### src/rtl/rbi_pkg.sv
package rbi_pkg;

   // Number format and raster geometry
   localparam int FRAC_BITS   = 16;
   localparam int MAX_COLS    = 256;
   localparam int MAX_ROWS    = 256;
   localparam int VAL_W       = 32;
   localparam int COORD_W     = 32;
   localparam int IDX_W       = 16;
   localparam int STORE_DEPTH = 1 << IDX_W;
   localparam int DIM_W       = 9;
   localparam int AX_W        = (MAX_COLS > MAX_ROWS) ? $clog2(MAX_COLS) : $clog2(MAX_ROWS);
   localparam int WIDTH_W     = 31;

   // Divider widths: |point - origin| needs one bit more than a coordinate
   localparam int DIFF_W    = COORD_W + 1;
   localparam int NUM_W     = DIFF_W + FRAC_BITS;
   localparam int DVS_W     = 32;
   localparam int DIV_STEPS = NUM_W;
   localparam int QF_W      = NUM_W + 1;

   // Configuration register indexes
   typedef enum logic [2:0] {
      CSR_ORIGIN_X    = 3'd0,
      CSR_ORIGIN_Y    = 3'd1,
      CSR_CELL_WIDTH  = 3'd2,
      CSR_CELL_HEIGHT = 3'd3,
      CSR_COLUMNS     = 3'd4,
      CSR_ROWS        = 3'd5,
      CSR_CLAMP_MIN   = 3'd6,
      CSR_CLAMP_MAX   = 3'd7
   } csr_index_type;

   typedef enum logic {
      CMD_WRITE = 1'b0,
      CMD_QUERY = 1'b1
   } cmd_type;

   typedef struct packed {
      logic [COORD_W-1:0] origin_x;
      logic [COORD_W-1:0] origin_y;
      logic [WIDTH_W-1:0] cell_width;
      logic [DVS_W-1:0]   height_mag;
      logic               height_neg;
      logic [DIM_W-1:0]   ncols;
      logic [DIM_W-1:0]   nrows;
      logic [VAL_W-1:0]   clamp_min;
      logic [VAL_W-1:0]   clamp_max;
   } cfg_type;

   // Classified item as it leaves the front part
   typedef struct packed {
      cmd_type          cmd;
      logic [NUM_W-1:0] num_x;
      logic             neg_x;
      logic [NUM_W-1:0] num_y;
      logic             neg_y;
      logic [IDX_W-1:0] index;
      logic [VAL_W-1:0] value;
   } item_type;

endpackage

### src/rtl/rbi_front.sv
module rbi_front (
   input  logic                      clock,
   input  logic                      reset,
   input  rbi_pkg::cfg_type          cfg,
   input  logic                      req_push,
   output logic                      req_full,
   input  logic                      req_command,
   input  logic [31:0]               req_point_x,
   input  logic [31:0]               req_point_y,
   input  logic [15:0]               req_cell_index,
   input  logic [31:0]               req_cell_value,
   output rbi_pkg::item_type         head,
   output logic                      head_valid,
   input  logic                      head_take
);

   localparam int DW = rbi_pkg::DIFF_W;

   logic        front_valid_ff;
   logic        cmd_ff;
   logic [31:0] px_ff, py_ff, val_ff;
   logic [15:0] idx_ff;

   rbi_pkg::item_type q_mem_ff [2];
   logic              q_wr_ff, q_rd_ff;
   logic [1:0]        q_count_ff;

   logic              accept, q_full, q_push, q_pop;
   logic [DW-1:0]     dx_in, dy_in, mx_in, my_in;
   rbi_pkg::item_type item_in;

   assign q_full   = (q_count_ff == 2'd2);
   assign q_push   = front_valid_ff && !q_full;
   assign q_pop    = head_take && (q_count_ff != 2'd0);
   assign req_full = front_valid_ff && q_full;
   assign accept   = req_push && !req_full;

   // Offset from origin, split into magnitude and quotient sign
   always_comb begin
      dx_in = {px_ff[31], px_ff} - {cfg.origin_x[31], cfg.origin_x};
      dy_in = {py_ff[31], py_ff} - {cfg.origin_y[31], cfg.origin_y};
      mx_in = dx_in[DW-1] ? (~dx_in + DW'(1)) : dx_in;
      my_in = dy_in[DW-1] ? (~dy_in + DW'(1)) : dy_in;
      item_in.cmd   = rbi_pkg::cmd_type'(cmd_ff);
      item_in.num_x = {mx_in, {rbi_pkg::FRAC_BITS{1'b0}}};
      item_in.neg_x = dx_in[DW-1];
      item_in.num_y = {my_in, {rbi_pkg::FRAC_BITS{1'b0}}};
      item_in.neg_y = dy_in[DW-1] ^ cfg.height_neg;
      item_in.index = idx_ff;
      item_in.value = val_ff;
   end

   always_ff @(posedge clock) begin
      if (reset) begin
         front_valid_ff <= 1'b0;
         q_wr_ff        <= 1'b0;
         q_rd_ff        <= 1'b0;
         q_count_ff     <= 2'd0;
      end else begin
         if (accept) begin
            front_valid_ff <= 1'b1;
         end else if (q_push) begin
            front_valid_ff <= 1'b0;
         end
         if (q_push) begin
            q_wr_ff <= ~q_wr_ff;
         end
         if (q_pop) begin
            q_rd_ff <= ~q_rd_ff;
         end
         q_count_ff <= q_count_ff + 2'(q_push) - 2'(q_pop);
      end
   end

   always_ff @(posedge clock) begin
      if (accept) begin
         cmd_ff <= req_command;
         px_ff  <= req_point_x;
         py_ff  <= req_point_y;
         idx_ff <= req_cell_index;
         val_ff <= req_cell_value;
      end
      if (q_push) begin
         q_mem_ff[q_wr_ff] <= item_in;
      end
   end

   assign head       = q_mem_ff[q_rd_ff];
   assign head_valid = (q_count_ff != 2'd0);

endmodule

### config.mk
export PLATFORM = sky130hd
export DESIGN_NAME = rbi_front
export DESIGN_NICKNAME = d
export VERILOG_FILES = /design/src/rtl/rbi_pkg.sv /design/src/rtl/rbi_front.sv
export SDC_FILE = /design/constraint.sdc
export NUM_CORES = 1
export LEC_CHECK = 0
export BUFFER_PORTS_ARGS = -buffer_cell sky130_fd_sc_hd__buf_2
export CORE_MARGIN = 8
export CORE_UTILIZATION = 30
export CTS_CLUSTER_SIZE = 20
export DETAILED_ROUTE_END_ITERATION = 12
export HOLD_SLACK_MARGIN = 0.03
export PLACE_DENSITY = 0.59
export SLEW_MARGIN = 25
export SYNTH_ARGS = -nofsm -noshare
export SYNTH_HDL_FRONTEND = slang
export SYNTH_SLANG_ARGS = --single-unit
export TNS_END_PERCENT = 100
### constraint.sdc
create_clock -name clock -period 7.25 [get_ports clock]
set_input_delay 1.45 -clock clock [delete_from_list [all_inputs] [get_ports clock]]
set_output_delay 1.45 -clock clock [all_outputs]
set_load 0.01 [all_outputs]
==> summary.txt, run 1 <==
Synth
  – Cell accounting for the most synthesized area: edfxtp_1
  – Post-synthesis area per instance: 12.7 sq um
  – YS warnings: 0
  – Area contributors post-synth: edfxtp_1 (58%), mux2_2 (7.4%), ha_1 (4.7%)
  – Yosys top cell area share: 57.9%
  – Synth cell types: 84
  – Post-synthesis cell count: 1423
  – Top-count cell post-synth: edfxtp_1
  – Synthesized area: 18000 sq um
  – Top post-synthesis cells by count: edfxtp_1 (347), mux2_2 (118), nor2_1 (94), inv_1 (86), xnor2_1 (74)
  – Number of synthesized flops with an enable pin: 347
  – Ys flop type: edfxtp_1
  – Seq/Total Area, Yosys: 58.5%
  – Yosys reg bits: 353
  – Async set-reset flop share out of synthesis: 0%

Setup path
  – Crit path required time: 7540 ps
  – Critical Path AT: 5340 ps
  – Cell breakdown of the critical path: buf_2 -> ha_1 -> fa_1 -> nand2b_1 -> a211oi_1 -> nor2_1 -> o41ai_1 -> xor2_1 -> a2111o_1 -> or3_1 -> nor3_1 -> nor4b_1
  – Buf/Inv on CP: 1
  – Crit path largest cell delay: 470 ps
  – CP Class: input port to register
  – CP delay by family, top: simple AND/OR/NAND/NOR gates
  – CP max-delay cell: nor4b_1
  – CP max FO: 4
  – CP Capture Type: register
  – Critical Path Start Type: input port

STA
  – RSZ-0062 raised after global routing: no
  – Period minus WS final: 5050 ps
  – Slew @ Worst Pin: 981 ps
  – Final worst-path cycle share: 69.7%
  – Final Hold Viols: 0
  – Fmax: 198 MHz
  – Clk_skew: 14.9 ps
  – Max Slew Vio Count: 0
  – Final setup fails: 0
  – Worst Hold Slack: 444 ps
  – Worst setup margin: 2200 ps
  – Setup TNS: 0 ps
  – Slew HR: 34.6%

Clocking
  – Post-CTS Resized: 0
  – Setup bufs post-CTS: 0
  – CTS root buffer: clkbuf_16
  – Sink Count: 353
  – H-tree depth: 2
  – Max Buffers Root-to-Sink: 3
  – CTS tree: done
  – Hold-fix buffers, CTS: 0
  – Num CTS Buffers: 40
  – Clk slew on worst S/H paths: 60 ps
  – Clk_lat worst skew: 550 ps

Power
  – Pwr Density: 294 nW/um^2
  – Flop pwr share: 41.6%
  – Clock Power Share: 31.9%
  – Net Switching: 1.91 mW
  – Switching share of power: 30.1%
  – Pint: 4.42 mW
  – Max VDD drop: 0.000152 V
  – P_leak: 8.28 nW
  – Power Total: 6.33 mW
  – Combinational share of power: 26.5%

GRT
  – Vias in the first global route: 12050
  – First-pass GRT wire length: 69.3 mm
  – GRT overflow: 0
  – Largest net degree at the start of global routing: 68
  – Initial antenna violation count: 5
  – Gr usage total: 13.0%

Drt
  – DRC Markers: 0
  – Final ANT Viol Nets: 0
  – Drt pass-1 iters: 6
  – Iteration-0 DRC Markers: 900
  – Vias/cell: 4.77
  – Routed vias: 12101
  – Wire per inst: 18.4 microns
  – Final WL: 46.6 mm

Placement
  – DP Area: 20200 sq um
  – HPWL after detailed placement: 35.5 mm
  – Final Wtd Congestion: 0.871
  – Placed insts: 2460
  – Placement Setup Slack: 1680 ps
  – Number of port buffers: 300

Floorplan
  – Die area: 68100 sq um
  – IO Count: 478
  – Core ar.: 59800 sq um
  – Chip width: 261 microns
  – Row cnt: 90
  – Initial Util: 30.1%
  – Die Y-Extent: 261 microns

Layout
  – Final instance area: 21600 sq um
  – Layout Utilization: 36.0%
  – Filler cell count in the final layout: 5782
  – Layout cells sized above 1: 29.8%
  – Non-filler cells, final: 2536
  – Layout area overhead: 19.7%
  – Final net count: 2117

Hold path
  – HP Class: register to register

Status
  – Status: finished clean

Job
  – Max_cap viols: 0
routing by layer:
layer	vias up	part of all wire [%]	global-route usage [%]
met1	5842	47	18.1
met4	2	3.1	4.50
li1	5841	-	-
met2	340	44	20.0
met5	-	0.028	0
met3	76	5.5	2.78
flip-flops by register name (all words and copies together) (netlist names), named ones only:
signal / cells
cmd_ff: 1
q_rd_ff: 1
py_ff: 32
q_count_ff: 2
val_ff: 32
front_valid_ff: 1
q_wr_ff: 1
px_ff: 32
q_mem_ff: 234
idx_ff: 16
power by group through the flow:
stage,logic (mW),registers [mW],clock network (mW)
finish,1.68,2.63,2.02
global route,1.84,2.65,2.16
CTS,1.71,2.64,2.09
detailed placement,1.70,2.68,0
global placement,1.68,2.67,0
floorplan,1.13,2.64,0
cells in the final DEF, fill, tap and decap left out, types with 5 or more instances in the layout:
cell type | Yosys | layout
nand3_1 | 14 | 14
conb_1 | 1 | 32
o31ai_1 | 12 | 12
o21ai_0 | 73 | 73
clkbuf_16 | 0 | 40
buf_4 | 33 | 8
mux2_2 | 118 | 118
nor4_1 | 7 | 7
edfxtp_1 | 347 | 347
nand4_1 | 18 | 18
nor2b_1 | 10 | 9
and2_1 | 9 | 9
a211oi_1 | 13 | 13
o21bai_1 | 10 | 10
or3_1 | 12 | 12
nand2_1 | 72 | 72
inv_6 | 0 | 5
clkbuf_1 | 48 | 6
xor2_1 | 31 | 31
a31oi_1 | 14 | 14
nor2_1 | 94 | 93
buf_2 | 2 | 300
and3_1 | 11 | 10
nand2b_1 | 9 | 9
xnor2_1 | 74 | 74
ha_1 | 68 | 68
clkinv_2 | 0 | 9
o211ai_1 | 7 | 7
o31a_1 | 5 | 5
o21a_1 | 7 | 7
inv_1 | 86 | 86
a21o_1 | 21 | 21
bufinv_16 | 0 | 5
a21oi_1 | 73 | 73
o21ai_1 | 5 | 5
dfxtp_1 | 6 | 5
nor3_1 | 27 | 27
worst paths after layout:
kind | from | to | slack, ps | depth (start not counted)
hold reg to reg | val_ff[13] | q_mem_ff[1][13] | 440 | 0
setup / recovery | cfg[178] | q_mem_ff[0][115] | 2200 | 12
hold / removal | val_ff[13] | q_mem_ff[1][13] | 440 | 0
setup reg to reg | px_ff[0] | q_mem_ff[0][115] | 2880 | 12
final cells by class:
| class | instances | area [sq um] | area share, % |
|---|---|---|---|
| inverters | 86 | 323 | 1.50 |
| flip-flops and latches | 353 | 10500 | 48.9 |
| clock buffers | 46 | 1020 | 4.75 |
| multi-input cells | 931 | 6830 | 31.7 |
| clock inverters | 26 | 287 | 1.33 |
| well taps | 782 | 978 | 4.54 |
| repair buffers | 308 | 1560 | 7.24 |
| diodes | 4 | 10.0 | 0.0464 |
cell families after synthesis:
logic type | Yosys count | synth area share (%)
adder cells (fa/ha/maj) | 70 | 4.95
AND/OR/NAND/NOR | 308 | 8.60
AO/OA/AOI/OAI | 294 | 10.9
XOR/XNOR | 106 | 5.20
flip-flops | 353 | 58.5
other | 1 | 0.0208
buffers and inverters | 170 | 4.29
multiplexers | 121 | 7.55
Power figures use the tool's default switching activity.
==> run 2: changes to the inputs <==
Clock period 7.25 ns to 4.3 ns, I/O delays scaled along.
==> summary.txt, run 2 (synthesis gave the netlist of run 1 again) <==
STA
  – Worst setup margin: 336 ps (-1860 ps)
  – RSZ-0062 raised after global routing: no
  – Slew HR: 41.1% (+6.5 points)
  – Period minus WS final: 3960 ps
  – Max Slew Vio Count: 0 (unchanged)
  – Final Hold Viols: 0 (unchanged)
  – Slew @ Worst Pin: 884 ps (-97.0 ps)
  – Clk_skew: 16.0 ps (+1.05 ps)
  – Final worst-path cycle share: 92.2%
  – Final setup fails: 0 (unchanged)
  – Fmax: 252 MHz
  – Setup TNS: 0 ps (unchanged)

Floorplan
  – Die Y-Extent: 261 microns (unchanged)
  – Chip width: 261 microns (unchanged)
  – Row cnt: 90 (unchanged)
  – Die area: 68100 sq um (unchanged)
  – IO Count: 478 (unchanged)
  – Initial Util: 30.1% (unchanged)
  – Core ar.: 59800 sq um (unchanged)

Drt
  – Final ANT Viol Nets: 0 (unchanged)
  – Wire per inst: 18.0 microns (-2.2%)
  – Final WL: 47.7 mm (+2.3%)
  – DR WL met3: 2.19 mm (-15%)
  – Drt pass-1 iters: 5 (-1)
  – Top Layer Used: met4
  – Routed vias: 12384 (+2.3%)
  – WL met2: 21.3 mm (+3.3%)
  – DRC Markers: 0 (unchanged)
  – Iteration-0 DRC Markers: 729 (-19%)
  – DRT met1 WL: 22.9 mm (+4.2%)
  – Vias/cell: 4.67 (-2.2%)

Setup path
  – Crit path required time: 4730 ps (-2810 ps)
  – Critical Path Start Type: input port
  – CP Class: input port to register
  – CP Capture Type: register
  – Most numerous cell on the critical path: buf_4
  – R2r setup slk: 400 ps (-2480 ps)
  – Crit path largest cell delay: 420 ps (-50 ps)
  – Reg-to-Reg Start: px_ff[0]
  – CP Launch Point: cfg[178]
  – R2r worst-path depth: 14 (+2)
  – CP max FO: 4 (unchanged)
  – Critical Path AT: 4400 ps (-940 ps)
  – Cell breakdown of the critical path: buf_2 -> ha_1 -> fa_1 -> nand2b_1 -> a211oi_1 -> nor2_1 -> o41ai_1 -> xor2_1 -> a2111o_1 -> or3_1 -> nor3_1 -> buf_4 -> nor4b_1 -> buf_4
  – CP max-delay cell: or3_1
  – Capturing point of the worst reg2reg path: q_mem_ff[1][115]

Power
  – Max VDD drop: 0.000273 V (+79%)
  – P_leak: 8.84 nW (+6.8%)
  – Pwr Density: 484 nW/um^2 (+65%)

Layout
  – Largest Register: q_mem_ff
  – Filler cell count in the final layout: 5742 (-0.69%)
  – Layout Utilization: 37.6% (+1.5 points)
  – Max reg flops: 234 (unchanged)
  – Commonest non-fill, non-tap cell in the layout: edfxtp_1
  – Layout area overhead: 24.8%
  – Most frequent cells in the layout: edfxtp_1 (347), buf_2 (300), buf_4 (122)
  – Layout cells sized above 1: 34.1% (+4.3 points)
  – Final net count: 2235 (+5.6%)

Placement
  – Final Wtd Congestion: 0.863 (-0.95%)
  – HPWL after detailed placement: 36.3 mm (+2.4%)
  – Placement Setup Slack: -205 ps (-1880 ps)
  – Number of port buffers: 300 (unchanged)

Clocking
  – Sink Count: 353 (unchanged)
  – Hold-fix buffers, CTS: 0 (unchanged)
  – Clk slew on worst S/H paths: 60 ps (about the same)
  – Num CTS Buffers: 41 (+2.5%)
  – Setup bufs post-CTS: 0 (unchanged)
  – H-tree depth: 2 (unchanged)
  – Clk_lat worst skew: 570 ps (+20 ps)
  – Post-CTS Resized: 0 (unchanged)
  – CTS root buffer: clkbuf_16
  – Max Buffers Root-to-Sink: 3 (unchanged)
  – CTS tree: done

GRT
  – Vias in the first global route: 12680 (+5.2%)
  – First-pass GRT wire length: 72.3 mm (+4.3%)
  – Gr usage total: 13.5% (+0.49 points)
  – GRT overflow: 0 (unchanged)
  – Initial antenna violation count: 3 (-2)
  – Largest net degree at the start of global routing: 78 (+15%)

Hold path
  – Hold Path Origin: val_ff[10]
  – Min-Delay Endpoint: q_mem_ff[1][10]
  – Hold Path Cell Cnt: 0 (unchanged)
  – HP Class: register to register

Status
  – Status: finished clean

Job
  – Max_cap viols: 0 (unchanged)
-- run 2: cell types whose count changed in the layout (fill, tap and decap cells not counted) --
cell,previous run,this run
buf_12,0,3
buf_4,8,122
clkinvlp_4,1,4
clkinv_2,9,7
diode_2,4,1
inv_16,0,1
inv_8,0,1
clkbuf_16,40,42
inv_6,5,3
clkinv_1,4,7
bufinv_16,5,2
-- run 2: layout make-up --
cell class	count	area (sq um)	share of cell area, %
inverters	86	323	1.44
flip-flops and latches	353	10500	46.9
diodes	1	2.50	0.0111
repair buffers	425	2480	11.0
well taps	782	978	4.36
multi-input cells	931	6830	30.4
clock buffers	48	1070	4.78
clock inverters	27	234	1.04
-- run 2: per-layer routing --
metal	vias up	global-route usage [%]
li1	6083	-
met1	5966	18.9
met2	277	21.1
met3	58	2.57
met4	0	4.27
met5	-	0
-- run 2: worst max path at each step --
stage / end / slack, ps / depth (start not counted)
after global placement: q_mem_ff[0][115] / -210 / 14
after floorplan: q_mem_ff[0][79] / 30 / 12
final: q_mem_ff[1][115] / 340 / 14
after global routing: q_mem_ff[1][115] / 20 / 14
after CTS: q_mem_ff[1][115] / 390 / 14
after detailed placement: q_mem_ff[1][114] / -210 / 14
-- run 2: through the flow --
step / std cells / power (mW) / cell area, sq um / hold slack, ps
floorplan: 1454 / 6.34 / 18100 / 421
CTS: 2652 / 11.1 / 22500 / 414
finish: 2653 / 10.9 / 22500 / 442
global placement: 2577 / 7.56 / 21200 / 422
detailed placement: 2577 / 7.61 / 21200 / 431
global route: 2652 / 11.5 / 22500 / 421
-- run 2: power breakdown --
group          internal (mW)  leakage [nW]  switching (mW)
logic                   1.33          4.91            1.75
registers               4.29          3.30           0.129
clock network           1.93         0.632            1.44
total                   7.55          8.84            3.31
-- run 2: critical path: cells and delay by family --
family,cells,cell delay (ps)
xor+xnor,1,200
fa+ha+maj,2,600
simple gates,5,1200
buf+inv,3,450
compound gates,3,1080
==> run 3: changes to the inputs <==
Settings changed: CORE_UTILIZATION 30 to 48, PLACE_DENSITY 0.59 to 0.84.
==> summary.txt, run 3 (synthesis gave the netlist of run 1 again) <==
Placement
  – Final Wtd Congestion: 0.886 (+2.7%)
  – HPWL after detailed placement: 32.8 mm (-9.7%)
  – Placement Setup Slack: -192 ps (+13.2 ps)
  – Number of port buffers: 300 (unchanged)

Clocking
  – Sink Count: 353 (unchanged)
  – Setup bufs post-CTS: 0 (unchanged)
  – Clk slew on worst S/H paths: 60 ps (about the same)
  – H-tree depth: 2 (unchanged)
  – CTS root buffer: clkbuf_16
  – Clk_lat worst skew: 560 ps (about the same)
  – Max Buffers Root-to-Sink: 3 (unchanged)
  – CTS tree: done
  – Num CTS Buffers: 38 (-7.3%)

Power
  – Pwr Density: 490 nW/um^2 (+1.3%)
  – Max VDD drop: 0.000323 V (+18%)
  – Power Total: 10.7 mW (-1.8%)
  – P_leak: 8.65 nW (-2.1%)

Floorplan
  – Initial Util: 48.3% (+18 points)
  – Chip width: 210 microns (-20%)
  – IO Count: 478 (unchanged)
  – Die Y-Extent: 210 microns (-20%)
  – Row cnt: 71 (-21%)
  – Die area: 44000 sq um (-35%)
  – Core ar.: 37300 sq um (-38%)

Drt
  – Iteration-0 DRC Markers: 883 (+21%)
  – Drt pass-1 iters: 5 (unchanged)
  – Vias/cell: 5.45 (+17%)
  – Routed vias: 12543 (+1.3%)
  – Final WL: 43.6 mm (-8.5%)
  – Wire per inst: 18.9 microns (+5.4%)
  – Final ANT Viol Nets: 0 (unchanged)
  – DRC Markers: 0 (unchanged)

GRT
  – First-pass GRT wire length: 67.1 mm (-7.1%)
  – Largest net degree at the start of global routing: 118 (+51%)
  – Initial antenna violation count: 0 (-3)
  – Gr usage total: 19.1% (+5.6 points)
  – Vias in the first global route: 12487 (-1.5%)
  – GRT overflow: 0 (unchanged)

STA
  – RSZ-0062 raised after global routing: no
  – Worst setup margin: 291 ps (-45.1 ps)
  – Max Slew Vio Count: 0 (unchanged)
  – Fmax: 249 MHz (-1.1%)
  – Final Hold Viols: 0 (unchanged)
  – Final setup fails: 0 (unchanged)
  – Final worst-path cycle share: 93.2% (+1.0 points)
  – Clk_skew: 23.3 ps (+7.33 ps)
  – Setup TNS: 0 ps (unchanged)
  – Slew @ Worst Pin: 980 ps (+95.9 ps)
  – Period minus WS final: 4010 ps (+45.1 ps)
  – Slew HR: 34.7% (-6.4 points)

Layout
  – N_diodes: 0 (-1)
  – Layout area overhead: 20.9%
  – Commonest non-fill, non-tap cell in the layout: edfxtp_1
  – Largest Register: q_mem_ff
  – Layout cells sized above 1: 32.8% (-1.3 points)
  – Final net count: 2197 (-1.7%)
  – Max reg flops: 234 (unchanged)
  – Most frequent cells in the layout: edfxtp_1 (347), buf_2 (300), mux2_2 (118)

Hold path
  – Hold Path Cell Cnt: 0 (unchanged)
  – HP Class: register to register
  – Min-Delay Endpoint: q_mem_ff[1][23]
  – Hold Path Origin: val_ff[23]

Setup path
  – Crit path required time: 4720 ps (about the same)
  – Cell breakdown of the critical path: buf_2 -> ha_1 -> fa_1 -> nand2b_1 -> a211oi_1 -> nor2_1 -> o41ai_1 -> xor2_1 -> a2111o_1 -> or3_1 -> nor3_1 -> buf_4 -> nor4b_1 -> buf_4
  – R2r setup slk: 350 ps (-50 ps)
  – CP delay by family, top: simple AND/OR/NAND/NOR gates
  – Reg-to-Reg Start: px_ff[0]
  – Buf/Inv on CP: 3 (unchanged)
  – CP Capture Type: register
  – Critical Path AT: 4430 ps (+30 ps)
  – R2r worst-path depth: 14 (unchanged)
  – CP max FO: 4 (unchanged)
  – Most numerous cell on the critical path: buf_4
  – CP max-delay cell: or3_1
  – Crit path largest cell delay: 400 ps (-20 ps)
  – Critical Path Start Type: input port
  – Capturing point of the worst reg2reg path: q_mem_ff[1][115]
  – CP Class: input port to register
  – CP Depth: 14 (unchanged)

Status
  – Status: finished clean

Job
  – Max_cap viols: 0 (unchanged)
==> run 3: worst max-delay path by stage <==
| stage | startpoint | end | slack, ps |
|---|---|---|---|
| floorplan | cfg[146] | q_mem_ff[0][79] | 30 |
| global placement | cfg[178] | q_mem_ff[0][115] | -170 |
| detailed placement | cfg[178] | q_mem_ff[1][115] | -190 |
| CTS | py_ff[0] | q_mem_ff[1][73] | 360 |
| global route | cfg[178] | q_mem_ff[1][115] | 10 |
| finish | cfg[178] | q_mem_ff[1][115] | 290 |
==> run 3: metal layers <==
layer  vias up  global-route usage, %  routed length, microns
met5         -                      0                       0
met4         0                   5.98                    1210
met3        75                   4.03                    2680
met2       443                   29.5                   19400
met1      6015                   26.7                   20300
li1       6010                      -                       -
==> run 3: final cells by class <==
class                      count  area [sq um]
tap                          474           593
fill                        2987         15500
sequential                   353         10500
inverter                      86           323
timing repair buffer         390          2210
clock buffer                  49          1040
multi-input combinational    931          6840
clock inverter                20           218
==> run 3: per-stage QoR <==
stage	util, %	hold slack (ps)	std cells	cell area [sq um]
after CTS	58.3	444	2303	21800
after floorplan	-	421	1454	18100
after global routing	58.4	441	2303	21800
after global placement	55.0	422	2234	20500
after detailed placement	55.0	430	2234	20500
final	58.4	439	2303	21800
==> run 3: timing repair <==
item,CTS,global route
endpoints found under the setup margin,0,2
hold buffers,0,0
resized for setup,0,1
==> run 3: where the power goes <==
group          switching, mW  internal, mW
Clock                   1.32          1.96
Sequential             0.124          4.29
Combinational           1.70          1.27
